### config.mk
export PLATFORM = sky130hd
export DESIGN_NAME = sensor_pair_decimal_ascii_formatter_unit
export DESIGN_NICKNAME = d
export VERILOG_FILES = /design/src/design/spdaf_pkg.sv /design/src/design/spdaf_in_buf.sv /design/src/design/spdaf_emitter.sv /design/src/design/sensor_pair_decimal_ascii_formatter_unit.sv
export SDC_FILE = /design/constraint.sdc
export NUM_CORES = 1
export LEC_CHECK = 0
export BUFFER_PORTS_ARGS = -buffer_cell sky130_fd_sc_hd__clkbuf_2
export CORE_MARGIN = 4
export CORE_UTILIZATION = 50
export DETAILED_ROUTE_END_ITERATION = 10
export PLACE_DENSITY = 0.76
export SLEW_MARGIN = 20
export SYNTH_ARGS = -nofsm -noshare
export SYNTH_HDL_FRONTEND = slang
export SYNTH_SLANG_ARGS = --single-unit
### constraint.sdc
create_clock -name aclk -period 10.75 [get_ports aclk]
set_input_delay 1.075 -clock aclk [delete_from_list [all_inputs] [get_ports aclk]]
set_output_delay 1.075 -clock aclk [all_outputs]
set_load 0.005 [all_outputs]
### src/design/spdaf_pkg.sv
package spdaf_pkg;

    localparam int CHANNELS = 8;
    localparam int CHAN_W   = (CHANNELS > 1) ? $clog2(CHANNELS) : 1;

    localparam logic [7:0] SEMI_CHAR = 8'd59;
    localparam logic [7:0] ZERO_CHAR = 8'h30;
    localparam logic [7:0] CR_CHAR   = 8'h0d;
    localparam logic [7:0] LF_CHAR   = 8'h0a;

    localparam logic [15:0] FIVE_DIGIT_MIN = 16'd10000;

    // byte positions within one item's text
    localparam logic [3:0] SLOT_OPEN    = 4'd0;
    localparam logic [3:0] SLOT_RAW_D4  = 4'd1;
    localparam logic [3:0] SLOT_RAW_D3  = 4'd2;
    localparam logic [3:0] SLOT_RAW_D2  = 4'd3;
    localparam logic [3:0] SLOT_RAW_D1  = 4'd4;
    localparam logic [3:0] SLOT_RAW_D0  = 4'd5;
    localparam logic [3:0] SLOT_MID     = 4'd6;
    localparam logic [3:0] SLOT_BASE_D4 = 4'd7;
    localparam logic [3:0] SLOT_BASE_D3 = 4'd8;
    localparam logic [3:0] SLOT_BASE_D2 = 4'd9;
    localparam logic [3:0] SLOT_BASE_D1 = 4'd10;
    localparam logic [3:0] SLOT_BASE_D0 = 4'd11;
    localparam logic [3:0] SLOT_CLOSE   = 4'd12;
    localparam logic [3:0] SLOT_CR      = 4'd13;
    localparam logic [3:0] SLOT_LF      = 4'd14;

    typedef struct packed {
        logic [15:0] raw_value;
        logic [15:0] baseline_value;
    } item_t;

    function automatic logic [16:0] pow10(input logic [2:0] pos);
        logic [16:0] p;
        case (pos)
            3'd4:    p = 17'd10000;
            3'd3:    p = 17'd1000;
            3'd2:    p = 17'd100;
            3'd1:    p = 17'd10;
            default: p = 17'd1;
        endcase
        return p;
    endfunction

    // decimal digit of rem at weight 10^pos; rem is below 10^(pos+1) except for pos 4
    function automatic logic [3:0] dec_digit(input logic [15:0] rem, input logic [2:0] pos);
        logic [16:0] p;
        logic [3:0]  d;
        p = pow10(pos);
        d = 4'd0;
        for (int k = 1; k <= 9; k++) begin
            if ({1'b0, rem} >= 17'(k) * p) begin
                d = 4'(k);
            end
        end
        return d;
    endfunction

    function automatic logic [15:0] digit_weight(input logic [3:0] d, input logic [2:0] pos);
        logic [20:0] w;
        w = 21'(d) * 21'(pow10(pos));
        return w[15:0];
    endfunction

endpackage

### src/design/spdaf_in_buf.sv
module spdaf_in_buf (
    input  logic                 aclk,
    input  logic                 aresetn,
    input  logic                 s_valid,
    output logic                 s_ready,
    input  logic [15:0]          s_raw_value,
    input  logic [15:0]          s_baseline_value,
    output logic                 item_valid,
    input  logic                 item_ready,
    output spdaf_pkg::item_t     item
);
    import spdaf_pkg::*;

    logic  hold_valid_reg, hold_valid_next;
    item_t item_reg, item_next;

    assign s_ready    = !hold_valid_reg;
    assign item_valid = hold_valid_reg;
    assign item       = item_reg;

    always_comb begin
        hold_valid_next = hold_valid_reg;
        item_next       = item_reg;
        if (s_valid && s_ready) begin
            hold_valid_next          = 1'b1;
            item_next.raw_value      = s_raw_value;
            item_next.baseline_value = s_baseline_value;
        end else if (item_valid && item_ready) begin
            hold_valid_next = 1'b0;
        end
    end

    always_ff @(posedge aclk) begin
        if (!aresetn) begin
            hold_valid_reg <= 1'b0;
        end else begin
            hold_valid_reg <= hold_valid_next;
        end
        item_reg <= item_next;
    end

endmodule

### src/design/spdaf_emitter.sv
module spdaf_emitter (
    input  logic             aclk,
    input  logic             aresetn,
    input  logic             item_valid,
    output logic             item_ready,
    input  spdaf_pkg::item_t item,
    output logic             m_valid,
    input  logic             m_ready,
    output logic [7:0]       m_text_byte,
    output logic             m_last_of_item,
    output logic             m_end_of_record
);
    import spdaf_pkg::*;

    logic              busy_reg, busy_next;
    logic [3:0]        slot_reg, slot_next;
    logic [15:0]       num_reg, num_next;
    logic [15:0]       base_reg, base_next;
    logic              last_reg, last_next;
    logic [CHAN_W-1:0] chan_reg, chan_next;

    logic       m_valid_reg, m_valid_next;
    logic [7:0] byte_reg, byte_next;
    logic       loi_reg, loi_next;
    logic       eor_reg, eor_next;

    logic       adv;
    logic       done;
    logic [3:0] nslot;
    logic [2:0] pos;
    logic [3:0] digit;
    logic       is_digit;
    logic [7:0] cur_byte;
    logic       chan_last;

    assign adv        = !m_valid_reg || m_ready;
    assign item_ready = adv && (!busy_reg || done);
    assign chan_last  = chan_reg >= CHAN_W'(CHANNELS - 1);

    assign m_valid         = m_valid_reg;
    assign m_text_byte     = byte_reg;
    assign m_last_of_item  = loi_reg;
    assign m_end_of_record = eor_reg;

    always_comb begin
        case (slot_reg)
            SLOT_RAW_D4, SLOT_BASE_D4: pos = 3'd4;
            SLOT_RAW_D3, SLOT_BASE_D3: pos = 3'd3;
            SLOT_RAW_D2, SLOT_BASE_D2: pos = 3'd2;
            SLOT_RAW_D1, SLOT_BASE_D1: pos = 3'd1;
            SLOT_RAW_D0, SLOT_BASE_D0: pos = 3'd0;
            default:                   pos = 3'd0;
        endcase
    end

    assign digit = dec_digit(num_reg, pos);

    always_comb begin
        nslot    = slot_reg + 4'd1;
        done     = 1'b0;
        is_digit = 1'b0;
        case (slot_reg)
            SLOT_OPEN: begin
                cur_byte = SEMI_CHAR;
                nslot    = (num_reg >= FIVE_DIGIT_MIN) ? SLOT_RAW_D4 : SLOT_RAW_D3;
            end
            SLOT_MID: begin
                cur_byte = SEMI_CHAR;
                nslot    = (base_reg >= FIVE_DIGIT_MIN) ? SLOT_BASE_D4 : SLOT_BASE_D3;
            end
            SLOT_CLOSE: begin
                cur_byte = SEMI_CHAR;
                done     = !last_reg;
            end
            SLOT_CR: begin
                cur_byte = CR_CHAR;
            end
            SLOT_LF: begin
                cur_byte = LF_CHAR;
                done     = 1'b1;
            end
            default: begin
                cur_byte = ZERO_CHAR + {4'd0, digit};
                is_digit = 1'b1;
            end
        endcase
        if (!busy_reg) begin
            done = 1'b0;
        end
    end

    always_comb begin
        busy_next    = busy_reg;
        slot_next    = slot_reg;
        num_next     = num_reg;
        base_next    = base_reg;
        last_next    = last_reg;
        chan_next    = chan_reg;
        m_valid_next = m_valid_reg;
        byte_next    = byte_reg;
        loi_next     = loi_reg;
        eor_next     = eor_reg;

        if (adv) begin
            m_valid_next = busy_reg;
            if (busy_reg) begin
                byte_next = cur_byte;
                loi_next  = done;
                eor_next  = (slot_reg == SLOT_LF);
                slot_next = nslot;
                if (is_digit) begin
                    num_next = num_reg - digit_weight(digit, pos);
                end else if (slot_reg == SLOT_MID) begin
                    num_next = base_reg;
                end
                if (done) begin
                    busy_next = 1'b0;
                end
            end
        end

        if (item_ready && item_valid) begin
            busy_next = 1'b1;
            slot_next = SLOT_OPEN;
            num_next  = item.raw_value;
            base_next = item.baseline_value;
            last_next = chan_last;
            chan_next = chan_last ? '0 : chan_reg + CHAN_W'(1);
        end
    end

    always_ff @(posedge aclk) begin
        if (!aresetn) begin
            busy_reg    <= 1'b0;
            slot_reg    <= SLOT_OPEN;
            chan_reg    <= '0;
            m_valid_reg <= 1'b0;
        end else begin
            busy_reg    <= busy_next;
            slot_reg    <= slot_next;
            chan_reg    <= chan_next;
            m_valid_reg <= m_valid_next;
        end
        num_reg  <= num_next;
        base_reg <= base_next;
        last_reg <= last_next;
        byte_reg <= byte_next;
        loi_reg  <= loi_next;
        eor_reg  <= eor_next;
    end

endmodule

### src/design/sensor_pair_decimal_ascii_formatter_unit.sv
// Sensor pair text formatter.
// Input channel (s_valid/s_ready): one beat per channel reading, carrying the
// raw count and the baseline count. Output channel (m_valid/m_ready): one
// ASCII byte per beat: ';' raw ';' baseline ';', numbers in four digits with
// leading zeros, a fifth leading digit only for values of 10000 and up.
// After the last channel of a record, CR and LF follow; the LF beat carries
// m_end_of_record. The final byte of every input beat carries m_last_of_item.
// An input beat goes from the holding register to the sequencer, which
// registers each byte. Throughput: one output byte per cycle while m_ready
// is high; an item is 11 to 15 bytes (11, plus one per five-digit number,
// plus two at a record's end). The byte rate is the limit; each digit is found
// from the running remainder in the cycle the byte is produced.
// A one-entry holding register takes the next input beat while the current
// item is still being sent, so items follow with no gap.
// Reset (aresetn low, synchronous) empties both registers and restarts the
// channel count at zero. When m_ready is low, the output beat holds and the
// sequencer waits; s_ready drops once the holding register is full.
module sensor_pair_decimal_ascii_formatter_unit (
    input  logic        aclk,
    input  logic        aresetn,
    input  logic        s_valid,
    output logic        s_ready,
    input  logic [15:0] s_raw_value,
    input  logic [15:0] s_baseline_value,
    output logic        m_valid,
    input  logic        m_ready,
    output logic [7:0]  m_text_byte,
    output logic        m_last_of_item,
    output logic        m_end_of_record
);
    import spdaf_pkg::*;

    logic  item_valid;
    logic  item_ready;
    item_t item;

    spdaf_in_buf u_in_buf (
        .aclk             (aclk),
        .aresetn          (aresetn),
        .s_valid          (s_valid),
        .s_ready          (s_ready),
        .s_raw_value      (s_raw_value),
        .s_baseline_value (s_baseline_value),
        .item_valid       (item_valid),
        .item_ready       (item_ready),
        .item             (item)
    );

    spdaf_emitter u_emitter (
        .aclk            (aclk),
        .aresetn         (aresetn),
        .item_valid      (item_valid),
        .item_ready      (item_ready),
        .item            (item),
        .m_valid         (m_valid),
        .m_ready         (m_ready),
        .m_text_byte     (m_text_byte),
        .m_last_of_item  (m_last_of_item),
        .m_end_of_record (m_end_of_record)
    );

endmodule
==> run_results.csv <==
group,metric,value,unit
place,buffer_ports.inserted,45,
setup_path,worst-path-max-fanout,14,
drt,route.detailed.wl_per_inst,18.0,um
timing,grt_setup_unrepaired,"no",
cells_and_area,largest_reg_flops,32,
global_routing,first_global_vias,7224,
setup_path,timing.reg2reg.worst_path_depth,43,
global_routing,first_pass_grt_wire_length,37100,um
power,power_density,138,nW/um2
cells_and_area,layout-area-overhead-vs-synth,9.68,%
yosys,mappedNetlistArea,8990,um2
yosys,synth_edf_count,72,
min_path,hold_class,"register to register",
clocking,cts-resized-gates,0,
yosys,synth_cell_types,66,
drt,drcViolationCount,0,
drt,vias_per_cell,5.80,
setup_path,reg2reg_to,"u_emitter.num_reg[14]",
setup_path,critical_path.startpoint,"u_emitter.pos[0]",
setup_path,reg2reg_slack,860,ps
place,dpl.hpwl,17800,um
power,share_seq_of_total_power,32.0,%
timing,max_freq,101,MHz
yosys,postSynthCellCount,982,
yosys,syn-mean-instance-area,9.15,um2
yosys,synth_seq_cells,85,
power,switching_share,39.1,%
drt,routed_wirelength,22800,um
timing,final_critical_path_setup_slack,864,ps
yosys,seq_area_frac_synth,27.0,%
setup_path,critPathMaxStageDelay,540,ps
timing,worst_clock_skew,6.49,ps
floorplanning,num_io_pins,48,
yosys,dominantRegCellSynth,"sky130_fd_sc_hd__edfxtp_1",
setup_path,worstSetupPathDepth,43,
setup_path,start_kind,"register",
clocking,cts_hold_buffers,0,
timing,max_slew.worst_pin.slew,1170,ps
power,internal_power,0.000831,W
place,place_area,9550,um2
clocking,number_of_buffers_created_by_cts,9,
timing,slew_headroom,20.0,%
timing,setup_viol,0,
cells_and_area,n_antenna_cell,0,
min_path,worst_hold_path.num_cells,0,
global_routing,grt_overflow,0,
setup_path,cell_occurring_most_often_along_the_worst_timing_path,"sky130_fd_sc_hd__nand2_1",
setup_path,worst_ep_arrival_time,10080,ps
clocking,tritoncts,"done",
setup_path,timing.critical_path.slowest_stage_cell,"sky130_fd_sc_hd__fa_1",
yosys,synth-async-reset-ratio,0,%
clocking,ctsLongestPathBuffers,2,
yosys,ys.warnings.count,0,
setup_path,worstPathBufferInverterCount,7,
drt,drt-pass1-iter-count,5,
power,clock_power_share,23.1,%
power,power.net_switching,0.000533,W
cells_and_area,fin_nets,1275,
setup_path,timing.critical_path.required,10940,ps
cells_and_area,fillCellCount,1539,
floorplanning,row_count,48,
yosys,leading_cell_types_by_total_area_after_synthesis,"sky130_fd_sc_hd__edfxtp_1, sky130_fd_sc_hd__ha_1, sky130_fd_sc_hd__fa_1",
timing,final_min_period_over_clock_period,92.0,%
clocking,cts_num_sinks,85,
setup_path,critical_path_s_top_delay_family,"adder cells",
setup_path,critPathKind,"register to register",
yosys,synth_top_area_cell,"sky130_fd_sc_hd__edfxtp_1",
floorplanning,core_region_area,17500,um2
clocking,cts_post_setup_buffers_inserted,0,
timing,timing.final.crit_period,9890,ps
min_path,hold_start,"u_in_buf.item[9]",
job,maxCapViolations,0,
timing,finalSetupTns,0,ps
clocking,worst_path_clk_slew,60,ps
power,power_leakage,4.39,nW
floorplanning,die-height,142,um
clocking,clockRootBuffer,"sky130_fd_sc_hd__clkbuf_16",
min_path,min_delay_worst_endpoint,"u_emitter.base_reg[9]",
global_routing,global_route.usage.total,23.2,%
timing,finalHoldViolCount,0,
drt,detailroute.via_count,7368,
setup_path,worstSetupEndpointType,"register",
floorplanning,die-area,20200,um2
setup_path,r2r-start,"u_emitter.pos[0]",
floorplanning,start_util,51.4,%
clocking,insertion_delay,340,ps
cells_and_area,multi_input_comb_area,6030,um2
cells_and_area,final_design_area_no_fill,9860,um2
global_routing,number_of_antenna_violations_at_the_first_check_in_global_routing,0,
power,power.ir.vdd_worst,0.000135,V
floorplanning,floorplan.die.width,142,um
status,status,"completed",
timing,finalMaxSlewViolations,0,
cells_and_area,drive_gt1_share,8.61,%
yosys,netlist.area_leader.share,24.1,%
drt,drtAntennaViolNets,0,
timing,worst_hold_slack,417,ps
place,gp_congestion,0.964,
global_routing,grt_start_max_net_pins,33,
place,post-place-ws,1010,ps
cells_and_area,sequential_cell_area,2420,um2
power,gate_power_share,44.9,%
drt,drt_first_iter_violations,564,
clocking,cts_htree_levels,3,
-- cell usage after synthesis (all sizes together), types with 5 or more instances --
library cell,count
o211ai,9
o21ai,51
fa,40
a21oi,79
dfxtp,13
xnor2,33
a2111oi,5
nor2b,14
xor2,7
ha,159
a31oi,11
and3,6
or2,5
nor4,6
clkbuf,16
inv,127
a21o,21
nor2,91
nor3,17
nand4,11
o21a,8
a21boi,5
nand2,58
a211o,5
o31ai,6
edfxtp,72
nand3,27
nand2b,10
or3,6
a211oi,9
o21bai,7
-- power groups by stage --
stage                     clock network [W]  logic (W)  registers (W)
after floorplan                           0   0.000451       0.000424
after global placement                    0   0.000589       0.000441
after detailed placement                  0   0.000599       0.000441
after CTS                          0.000324   0.000605       0.000435
after global routing               0.000335   0.000688       0.000439
final                              0.000316   0.000612       0.000437
-- per-layer routing --
layer / wire length, um / track usage (%)
met5: 0 / 0
met1: 9780 / 31.8
met2: 10800 / 38.4
met4: 770 / 8.48
met3: 1470 / 2.35
-- cell usage in the layout (no fill, tap or decap), types with 3 or more instances in the layout --
| cell | n |
|---|---|
| sky130_fd_sc_hd__o31ai_1 | 6 |
| sky130_fd_sc_hd__nand3_1 | 27 |
| sky130_fd_sc_hd__conb_1 | 8 |
| sky130_fd_sc_hd__o31a_1 | 4 |
| sky130_fd_sc_hd__a211oi_1 | 8 |
| sky130_fd_sc_hd__o21ai_1 | 5 |
| sky130_fd_sc_hd__xor2_1 | 7 |
| sky130_fd_sc_hd__dfxtp_1 | 13 |
| sky130_fd_sc_hd__or4_1 | 4 |
| sky130_fd_sc_hd__a21oi_1 | 78 |
| sky130_fd_sc_hd__nor2_1 | 91 |
| sky130_fd_sc_hd__nor3_1 | 16 |
| sky130_fd_sc_hd__or3_1 | 6 |
| sky130_fd_sc_hd__nor2b_1 | 13 |
| sky130_fd_sc_hd__clkbuf_2 | 45 |
| sky130_fd_sc_hd__edfxtp_1 | 72 |
| sky130_fd_sc_hd__nand4_1 | 11 |
| sky130_fd_sc_hd__nand2b_1 | 10 |
| sky130_fd_sc_hd__o211ai_1 | 8 |
| sky130_fd_sc_hd__a31oi_1 | 11 |
| sky130_fd_sc_hd__mux2i_1 | 4 |
| sky130_fd_sc_hd__o21a_1 | 8 |
| sky130_fd_sc_hd__a2111oi_0 | 4 |
| sky130_fd_sc_hd__buf_4 | 15 |
| sky130_fd_sc_hd__o41ai_1 | 3 |
| sky130_fd_sc_hd__o21ai_0 | 46 |
| sky130_fd_sc_hd__a211o_1 | 5 |
| sky130_fd_sc_hd__nand2_1 | 58 |
| sky130_fd_sc_hd__fa_1 | 40 |
| sky130_fd_sc_hd__o21bai_1 | 7 |
| sky130_fd_sc_hd__clkbuf_16 | 9 |
| sky130_fd_sc_hd__and4_1 | 4 |
| sky130_fd_sc_hd__or2_2 | 4 |
| sky130_fd_sc_hd__nor4_1 | 6 |
| sky130_fd_sc_hd__xnor2_1 | 33 |
| sky130_fd_sc_hd__and3_1 | 6 |
| sky130_fd_sc_hd__a21o_1 | 21 |
| sky130_fd_sc_hd__ha_1 | 159 |
| sky130_fd_sc_hd__inv_1 | 127 |
| sky130_fd_sc_hd__a21boi_0 | 4 |
-- kinds of logic (layout without fill, tap and decap cells) --
| group | Yosys count | count (layout) | share of synthesized area (%) |
|---|---|---|---|
| AND/OR/NAND/NOR | 265 | 265 | 14.0 |
| AO/OA/AOI/OAI | 240 | 240 | 17.3 |
| adder cells (fa/ha/maj) | 199 | 199 | 31.0 |
| buffers and inverters | 147 | 204 | 6.26 |
| flip-flops | 85 | 85 | 27.0 |
| XOR/XNOR | 40 | 40 | 3.90 |
| multiplexers | 4 | 4 | 0.446 |
| other | 2 | 8 | 0.0836 |
-- stage by stage --
stage	util [%]	total power [W]	instances
detailed placement	54.6	0.00104	1254
global route	56.4	0.00146	1270
CTS	56.4	0.00136	1270
floorplan	-	0.000875	988
finish	56.4	0.00136	1270
global placement	54.6	0.00103	1254
-- cell type report --
| type | count | share of cell area (%) |
|---|---|---|
| Sequential cell | 85 | 24.6 |
| Clock buffer | 10 | 2.42 |
| Multi-Input combinational cell | 756 | 61.1 |
| Timing Repair Buffer | 60 | 3.43 |
| Tap cell | 225 | 2.86 |
| Clock inverter | 6 | 0.698 |
| Inverter | 128 | 4.87 |
-- how the worst max path moves through the flow --
| stage | end | slack, ps |
|---|---|---|
| 6_report | u_emitter.num_reg[14] | 860 |
| 3_5_place_dp | u_emitter.num_reg[14] | 1010 |
| 2_1_floorplan | u_emitter.num_reg[14] | 790 |
| 4_1_cts | u_emitter.num_reg[14] | 970 |
| 3_3_place_gp | u_emitter.num_reg[14] | 1220 |
| 5_1_grt | u_emitter.num_reg[14] | 190 |
No activity file was read; power rests on OpenSTA's default activity.
